File: src/hw/rtl/lpht_ram.sv
// Generic simple dual-port RAM: one write port, one read port with registered data.
// No package dependency.
module lpht_ram #(
    parameter int WIDTH = 8,
    parameter int DEPTH = 16
) (
    input  logic                     clk,
    input  logic                     wr_en,
    input  logic [$clog2(DEPTH)-1:0] wr_addr,
    input  logic [WIDTH-1:0]         wr_data,
    input  logic [$clog2(DEPTH)-1:0] rd_addr,
    output logic [WIDTH-1:0]         rd_data
);

    logic [WIDTH-1:0] mem_reg [DEPTH];
    logic [WIDTH-1:0] rd_data_reg;

    always_ff @(posedge clk) begin
        if (wr_en) begin
            mem_reg[wr_addr] <= wr_data;
        end
        rd_data_reg <= mem_reg[rd_addr];
    end

    assign rd_data = rd_data_reg;

endmodule

File: config.mk
export PLATFORM = sky130hd
export DESIGN_NAME = lpht_ram
export DESIGN_NICKNAME = d
export VERILOG_FILES = /design/src/hw/rtl/lpht_ram.sv
export SDC_FILE = /design/constraint.sdc
export NUM_CORES = 1
export LEC_CHECK = 0
export ABC_AREA = 1
export ABC_CLOCK_PERIOD_IN_PS = 2100
export BUFFER_PORTS_ARGS = -buffer_cell sky130_fd_sc_hd__buf_4
export CAP_MARGIN = 25
export CORE_MARGIN = 5
export CORE_UTILIZATION = 41
export CTS_BUF_LIST = sky130_fd_sc_hd__clkbuf_16
export CTS_CLUSTER_DIAMETER = 200
export CTS_CLUSTER_SIZE = 14
export DETAILED_ROUTE_END_ITERATION = 8
export MAX_ROUTING_LAYER = met4
export PLACE_DENSITY = 0.63
export SYNTH_ARGS = -nofsm -noshare
export SYNTH_HDL_FRONTEND = slang
export SYNTH_SLANG_ARGS = --single-unit
File: constraint.sdc
create_clock -name clk -period 2.1 [get_ports clk]
set_input_delay 0.21 -clock clk [delete_from_list [all_inputs] [get_ports clk]]
set_output_delay 0.21 -clock clk [all_outputs]
set_load 0.005 [all_outputs]
==> flow_summary.toml <==
[outcome]
status = "completed"

[detailed_routing]
wl_met1_mm = 5.69
routed_wl_mm = 13.0
vias_per_cell = 4.83
dr_wl_met2_mm = 6.32
drt-initial-drc-count = 334
wl_met3_um = 643
dr.max_layer_used = "met4"
vias = 3755
wire_per_inst_um = 16.7
ant_nets = 0
dr.pass1.iters = 5
drcViolationCount = 0

[global_route]
grtUsageTotal_pct = 16.9
grt_antenna_before_repair = 0
grt_pass1_wl_mm = 20.0
grt_pass1_vias = 3588
grt_max_degree = 35
grt_overflow = 0

[logic_synthesis]
ys_seq_elements = 136
ys_seq_area_share_pct = 69.4
synth_cells = 551
syn_area_um2 = 5770
yosys_warnings = 0
synth_top_cell_by_area = "edfxtp_1"
postSynthAreaPerCell_um2 = 10.5
synthTopCellsByArea = "edfxtp_1, nand2_1, nand3_1, inv_1, dfxtp_1"
yosysUniqueCellTypes = 12
yosysTopAreaCellShare_pct = 66.7
syn_nets = 569

[worst_setup_path]
crit_arrival_ps = 1280
endpoint_kind = "flip-flop"
worstPathRequired_ps = 2140
cp-start-kind = "primary input"
cp-startpoint = "wr_addr[2]"
crit_type = "in -> reg"
cp_max_fo = 8
rr_startpoint = "mem_reg[5][5]"

[cells_and_area]
final_cell_area_um2 = 6700
final_nets = 603
area_growth_pct = 16.3
layout-drive-gt1-share_pct = 11.7
largest_reg_flops = 128
fillers = 1242
diodes = 0
final_cells = 778

[sta]
min_period_ps = 1240
worst_slack_ps = 860
hold_ws_ps = 131
tns_ps = 0
finClkSkew_ps = 6.72
hold_viol = 0
setup_viol = 0
worst_pin_slew_ps = 832
fmax_mhz = 806
slew_headroom_pct = 44.3
period_share_pct = 59.1
rsz0062_at_grt = "false"
drv_slew = 0

[place]
dp_hpwl_mm = 8.11
io_buffers = 25
dp_cells = 746
dp_slack_ps = 416
globalplace.congestion = 0.921
placed_cell_area_um2 = 6120

[clocking]
clk-insertion-delay-late_ps = 410
cts_tree = "yes"
clock-sinks = 136
htreeDepth = 4
hold_buffers = 0
clk_pin_slew_ps = 60
cts_buffers = 17
post_cts_buffers = 0
cts_root_buf = "clkbuf_16"
clk_path_buf_depth = 2
cts_resized = 0

[floorplanning]
ioPinCount = 26
start_util_pct = 41.7
core_um2 = 13800
num_rows = 43
fp.dieH_um = 129
fp.dieArea_um2 = 16500
die_w_um = 129

[hold_path]
hold_start = "rd_addr[3]"
hp-class = "in -> reg"

[pwr]
powerDensity_nw_per_um2 = 951
p_leak_nw = 2.89
ir_worst_vdd_mv = 0.527

[run]
cap_violations = 0
[kinds of logic after synthesis]
logic type,after synthesis,synth area share [%]
simple gates,289,21.0
flops,136,69.4
buf+inv,126,9.52
[metrics by stage]
step / util, % / total power, mW
5_1_grt: 48.5 / 6.56
2_1_floorplan: - / 3.32
6_report: 48.5 / 6.38
3_5_place_dp: 44.2 / 3.49
3_3_place_gp: 44.2 / 3.48
4_1_cts: 48.5 / 6.40
[worst max-delay path, cell delays in order]
cell and delay [ps]:
buf_4 120, nand3b_1 250, nor2_1 690
[path summary, 6_finish.rpt]
check             cells after the start  slack [ps]              to
setup / recovery                      3         860  mem_reg[10][6]
hold / removal                        3         130      rd_data[4]
setup reg to reg                      6        1060      rd_data[5]
hold reg to reg                       6         670      rd_data[0]
[final cells by class]
type | count | area (µm²) | share of cell area, %
Inverter | 102 | 383 | 5.71
Multi-Input combinational cell | 289 | 1210 | 18.1
Sequential cell | 136 | 4000 | 59.7
Tap cell | 180 | 225 | 3.36
Clock inverter | 15 | 160 | 2.39
Timing Repair Buffer | 39 | 293 | 4.37
Clock buffer | 17 | 425 | 6.35
[where the power goes]
group          total [mW]  internal (mW)  switching (mW)
combinational       0.373          0.120           0.253
sequential           3.06           3.03          0.0237
clock                2.95           1.84            1.10
[per-layer routing]
layer  track usage [%]  vias up
met5                 -        -
met4              6.79        0
met3              3.24       18
met2              26.3      108
met1              21.8     1787
li1                  -     1842
[synth_stat cells]
library cell / number
buf_6: 6
nand3_1: 97
inv_1: 100
dfxtp_1: 8
edfxtp_1: 128
buf_1: 1
buf_4: 4
buf_2: 13
nand3b_1: 2
inv_2: 2
nor2_1: 17
nand2_1: 173
[layout by cell type, fill, tap and decap left out, drive strengths merged]
cell type,netlist,layout
nor2,17,17
dfxtp,8,8
nand3,97,97
bufinv,0,3
nand2,173,173
nand3b,2,2
clkbuf,0,17
clkinvlp,0,4
edfxtp,128,128
buf,24,39
inv,102,102
clkinv,0,8
Power figures use the tool's default switching activity.
