### config.mk
export PLATFORM = sky130hd
export DESIGN_NAME = lpht_mod
export DESIGN_NICKNAME = d
export VERILOG_FILES = /design/src/hw/rtl/lpht_pkg.sv /design/src/hw/rtl/lpht_mod.sv
export SDC_FILE = /design/constraint.sdc
export NUM_CORES = 1
export LEC_CHECK = 0
export ABC_AREA = 0
export ABC_CLOCK_PERIOD_IN_PS = 6050
export BUFFER_PORTS_ARGS = -buffer_cell sky130_fd_sc_hd__buf_4
export CAP_MARGIN = 20
export CORE_MARGIN = 4
export CORE_UTILIZATION = 31
export CTS_BUF_LIST = sky130_fd_sc_hd__clkbuf_4 sky130_fd_sc_hd__clkbuf_8
export DETAILED_ROUTE_END_ITERATION = 7
export GPL_TIMING_DRIVEN = 1
export MAX_ROUTING_LAYER = met4
export PLACE_DENSITY_LB_ADDON = 0.1
export SYNTH_ARGS = -nofsm -noshare
export SYNTH_HDL_FRONTEND = slang
export SYNTH_SLANG_ARGS = --single-unit
### constraint.sdc
create_clock -name clk -period 6.05 [get_ports clk]
set_clock_uncertainty 0.1 [all_clocks]
set_input_delay 0.605 -clock clk [delete_from_list [all_inputs] [get_ports clk]]
set_output_delay 0.605 -clock clk [all_outputs]
set_load 0.005 [all_outputs]
### src/hw/rtl/lpht_pkg.sv
// Package for the linear probing hash table: field widths, operation,
// status and slot tag codes, and the stored slot record type.
// Depends on nothing; every other file of the block but lpht_ram imports it.
package lpht_pkg;

    localparam int OP_W     = 2;
    localparam int KEY_W    = 31;
    localparam int DATA_W   = 32;
    localparam int STATUS_W = 2;
    localparam int CFG_W    = 11;
    localparam int TAG_W    = 2;

    localparam logic [CFG_W-1:0] CFG_RESET = 11'd1024;

    typedef enum logic [OP_W-1:0] {
        OP_INSERT = 2'd0,
        OP_DELETE = 2'd1,
        OP_SEARCH = 2'd2,
        OP_NONE   = 2'd3
    } op_t;

    typedef enum logic [STATUS_W-1:0] {
        STAT_OK      = 2'd0,
        STAT_FULL    = 2'd1,
        STAT_MISSING = 2'd2
    } status_t;

    typedef enum logic [TAG_W-1:0] {
        TAG_EMPTY   = 2'd0,
        TAG_LIVE    = 2'd1,
        TAG_DELETED = 2'd2,
        TAG_UNUSED  = 2'd3
    } tag_t;

    typedef struct packed {
        tag_t              tag;
        logic [KEY_W-1:0]  key;
        logic [DATA_W-1:0] data;
    } slot_t;

endpackage

### src/hw/rtl/lpht_mod.sv
// Serial remainder unit: key modulo slot count, one quotient bit per cycle.
// Depends on lpht_pkg for the key width.
module lpht_mod #(
    parameter int DIV_W = 11
) (
    input  logic                      clk,
    input  logic                      rstn,
    input  logic                      start,
    input  logic [lpht_pkg::KEY_W-1:0] dividend,
    input  logic [DIV_W-1:0]          divisor,
    output logic                      done,
    output logic [DIV_W-1:0]          remainder
);
    import lpht_pkg::*;

    localparam int CNT_W = $clog2(KEY_W);

    logic             busy_reg, busy_next;
    logic             done_reg, done_next;
    logic [CNT_W-1:0] cnt_reg, cnt_next;
    logic [KEY_W-1:0] dvd_reg, dvd_next;
    logic [DIV_W-1:0] div_reg, div_next;
    logic [DIV_W-1:0] rem_reg, rem_next;
    logic [DIV_W:0]   shifted;

    always_comb begin
        busy_next = busy_reg;
        done_next = 1'b0;
        cnt_next  = cnt_reg;
        dvd_next  = dvd_reg;
        div_next  = div_reg;
        rem_next  = rem_reg;
        shifted   = {rem_reg, dvd_reg[KEY_W-1]};
        if (start) begin
            busy_next = 1'b1;
            cnt_next  = CNT_W'(KEY_W - 1);
            dvd_next  = dividend;
            div_next  = divisor;
            rem_next  = '0;
        end else if (busy_reg) begin
            // restoring step: bring in one dividend bit, subtract if it fits
            if (shifted >= {1'b0, div_reg}) begin
                rem_next = DIV_W'(shifted - {1'b0, div_reg});
            end else begin
                rem_next = DIV_W'(shifted);
            end
            dvd_next = {dvd_reg[KEY_W-2:0], 1'b0};
            cnt_next = cnt_reg - 1'b1;
            if (cnt_reg == '0) begin
                busy_next = 1'b0;
                done_next = 1'b1;
            end
        end
    end

    always_ff @(posedge clk) begin
        if (!rstn) begin
            busy_reg <= 1'b0;
            done_reg <= 1'b0;
        end else begin
            busy_reg <= busy_next;
            done_reg <= done_next;
        end
    end

    always_ff @(posedge clk) begin
        cnt_reg <= cnt_next;
        dvd_reg <= dvd_next;
        div_reg <= div_next;
        rem_reg <= rem_next;
    end

    assign done      = done_reg;
    assign remainder = rem_reg;

endmodule

==> metrics <==
Post-synth EDFFs 42; # Post-CTS Setup Buffers 0; final setup fails 0; register area roughly 1600 um2; sequential share of the synthesized area a little over half; top cells by area, synth edfxtp_1, dfxtp_1, mux2_2; I/O Buffers between 50 and 60; HPWL Detailed approximately 4.5 mm; via count ~2100; die area roughly 12000 um2; Worst path slowest cell fa_1; clk buf depth 2; clk root buf clkbuf_8; Die Wd around 110 um; GR Util All Layers between 10% and 20%; synthesis warning total 0; Avg WL per Cell 14.4 um; setup TNS 0 ns; GPL Wtd Cong ~0.76; CP Capture Type flip-flop; CP Max Fanout 9; largest net degree at the start of global routing 65; Post-Syn Area 3090 um2; post-CTS resize count 0; Setup CP Type flip-flop to flip-flop; fillers a little under 1000; max-cap viol count 0; Routed Wire Length around 6.5 mm; Tightest Pin Transition between 0.9 and 1 ns; worst hold path type input port to flip-flop; ys flop type edfxtp_1; post-route antenna net violation count 0; Multi-input gate area 1330 um2; Die Ht 108 um; antenna violations before repair 0; crit path DAT about 2.8 ns; Inserted Clock Buffers 9; Worst VDD drop about 0.11 mV; leak pwr between 1 and 1.5 nW; post-route cell area between 3000 and 4000 um2; placed cell count approximately 440; Cells after Synth 260; area delta synth->final 22.6%; Fin. Hold Viols 0; H-tree depth 3; hold depth 1; total power about 1.0 mW; Slew headroom about a third; CP max stage delay about 0.4 ns; Clk Latency, worst-skew pair approximately 0.33 ns; syn_area_per_cell around 12 um2; P per Cell Area 269 nW/um2; Data required, critical path about 6.2 ns; placed cell areas between 3000 and 4000 um2; Largest register FFs 31; fin crit share around 45%; Critical Path Source Type flip-flop; Vias per Instance between 4 and 5; post-route insts no fill ~450; Fmax between 0.3 and 0.4 GHz; clock sinks 60; # IOs 57; Yosys reg bits 60; top cell type's share of synthesized area 40.8%; GR Overflow Total 0; syn nets 319; minimum clock period 2.71 ns; post-synth top area cell edfxtp_1; # rows 36; # diodes 0; final-stage net count approximately 370; status finished clean; first-pass GRT wire length approximately 11 mm; layout cells sized above 1 34.2%; R2R depth 9; worst path cell trace inv_1 -> ha_1 -> fa_1 -> nand2b_1 -> a21oi_2 -> o2111a_1 -> o2111ai_2 -> a211o_1 -> a311oi_1; vias in the first global route 2122; detailed-route DRC error count 0; share of synthesized registers carrying an async set or reset 0%; Initial Utilization roughly a third; Final Max Slew Viols 0; core area around 10000 um2; RSZ-0062 raised after global routing no; initial drt markers approximately 110; Synth cell types 50; TritonCTS clock tree done; cts hold-fix bufs 0; clock slew at reported path FFs 0.07 ns; DR pass1 iterations 4
where the power goes:
part	switching [mW]	internal (mW)
registers	0.0225	0.483
logic	0.0976	0.0967
clock network	0.155	0.162
cells by family (layout without fill, tap and decap cells):
group	Yosys count	after routing	synth area share [%]
and+or+nand+nor	61	61	10.6
DFF	60	60	52.5
AOI/OAI and AO/OA	54	54	13.2
buffers and inverters	32	91	4.34
muxes	30	30	10.9
adders and majority gates	14	14	5.92
xor gates and xnor gates	9	9	2.55
worst max-delay path, delay by kind of cell, from the launching register on:
kind	cells	cell delay, ns
adder cells (fa/ha/maj)	2	0.61
AND/OR/NAND/NOR	1	0.20
flip-flops	1	0.35
AO/OA/AOI/OAI	5	1.30
buffers and inverters	1	0.05
synth_stat cells (2+ instances only):
| cell | number |
|---|---|
| buf_2 | 2 |
| o2111a_1 | 3 |
| xnor2_1 | 6 |
| o311ai_0 | 2 |
| mux2_2 | 30 |
| or4_1 | 2 |
| clkbuf_1 | 8 |
| nand2b_1 | 12 |
| edfxtp_1 | 42 |
| inv_1 | 19 |
| a21oi_1 | 6 |
| nand3_1 | 5 |
| nor2_1 | 16 |
| a21boi_0 | 2 |
| nor2b_1 | 4 |
| nor3_1 | 3 |
| o21ai_0 | 15 |
| o21a_1 | 3 |
| xor2_1 | 3 |
| ha_1 | 13 |
| and2_1 | 2 |
| o31ai_1 | 2 |
| a41oi_1 | 3 |
| nand2_1 | 8 |
| a211oi_1 | 2 |
| o32ai_1 | 2 |
| dfxtp_1 | 18 |
| a311oi_1 | 5 |
metal layers:
metal  wire, um  vias up  global-route usage [%]
met4         81        0                    5.14
met1       3100     1030                    16.0
met3        220        7                    2.82
met2       3100       35                    18.0
met5          0        -                       -
li1           -     1070                       -
final cells by class:
type	count	share of cell area [%]
clock buffers	11	3.83
flip-flops and latches	60	42.8
inverters	19	1.88
well taps	133	4.40
clock inverters	5	0.760
multi-input cells	168	35.2
repair buffers	56	11.1
stage by stage:
step	setup slack, ns	utilization [%]	hold WS, ns
2_1_floorplan	3.62	-	0.362
3_3_place_gp	3.36	37.1	0.387
3_5_place_dp	3.38	37.1	0.394
4_1_cts	3.34	38.9	0.330
5_1_grt	3.13	38.9	0.329
6_report	3.34	38.9	0.350
final timing paths:
check | start | to | slack (ns)
worst max-delay path | dvd_reg[30] | remainder[4] | 3.34
worst min-delay path | divisor[4] | div_reg[4] | 0.35
worst max register to register | dvd_reg[30] | remainder[4] | 3.34
worst min register to register | cnt_reg[4] | cnt_reg[4] | 0.41
cells in the final DEF (no fill, tap or decap), types with 4 or more instances in the layout:
cell	count
buf_4	56
edfxtp_1	42
mux2_2	30
inv_1	19
dfxtp_1	18
nor2_1	16
o21ai_0	15
ha_1	13
nand2b_1	12
clkbuf_8	10
nand2_1	8
a21oi_1	6
xnor2_1	6
nand3_1	5
a311oi_1	5
nor2b_1	4
clkinv_2	4
Note: power is estimated with default switching activity, not from simulation.
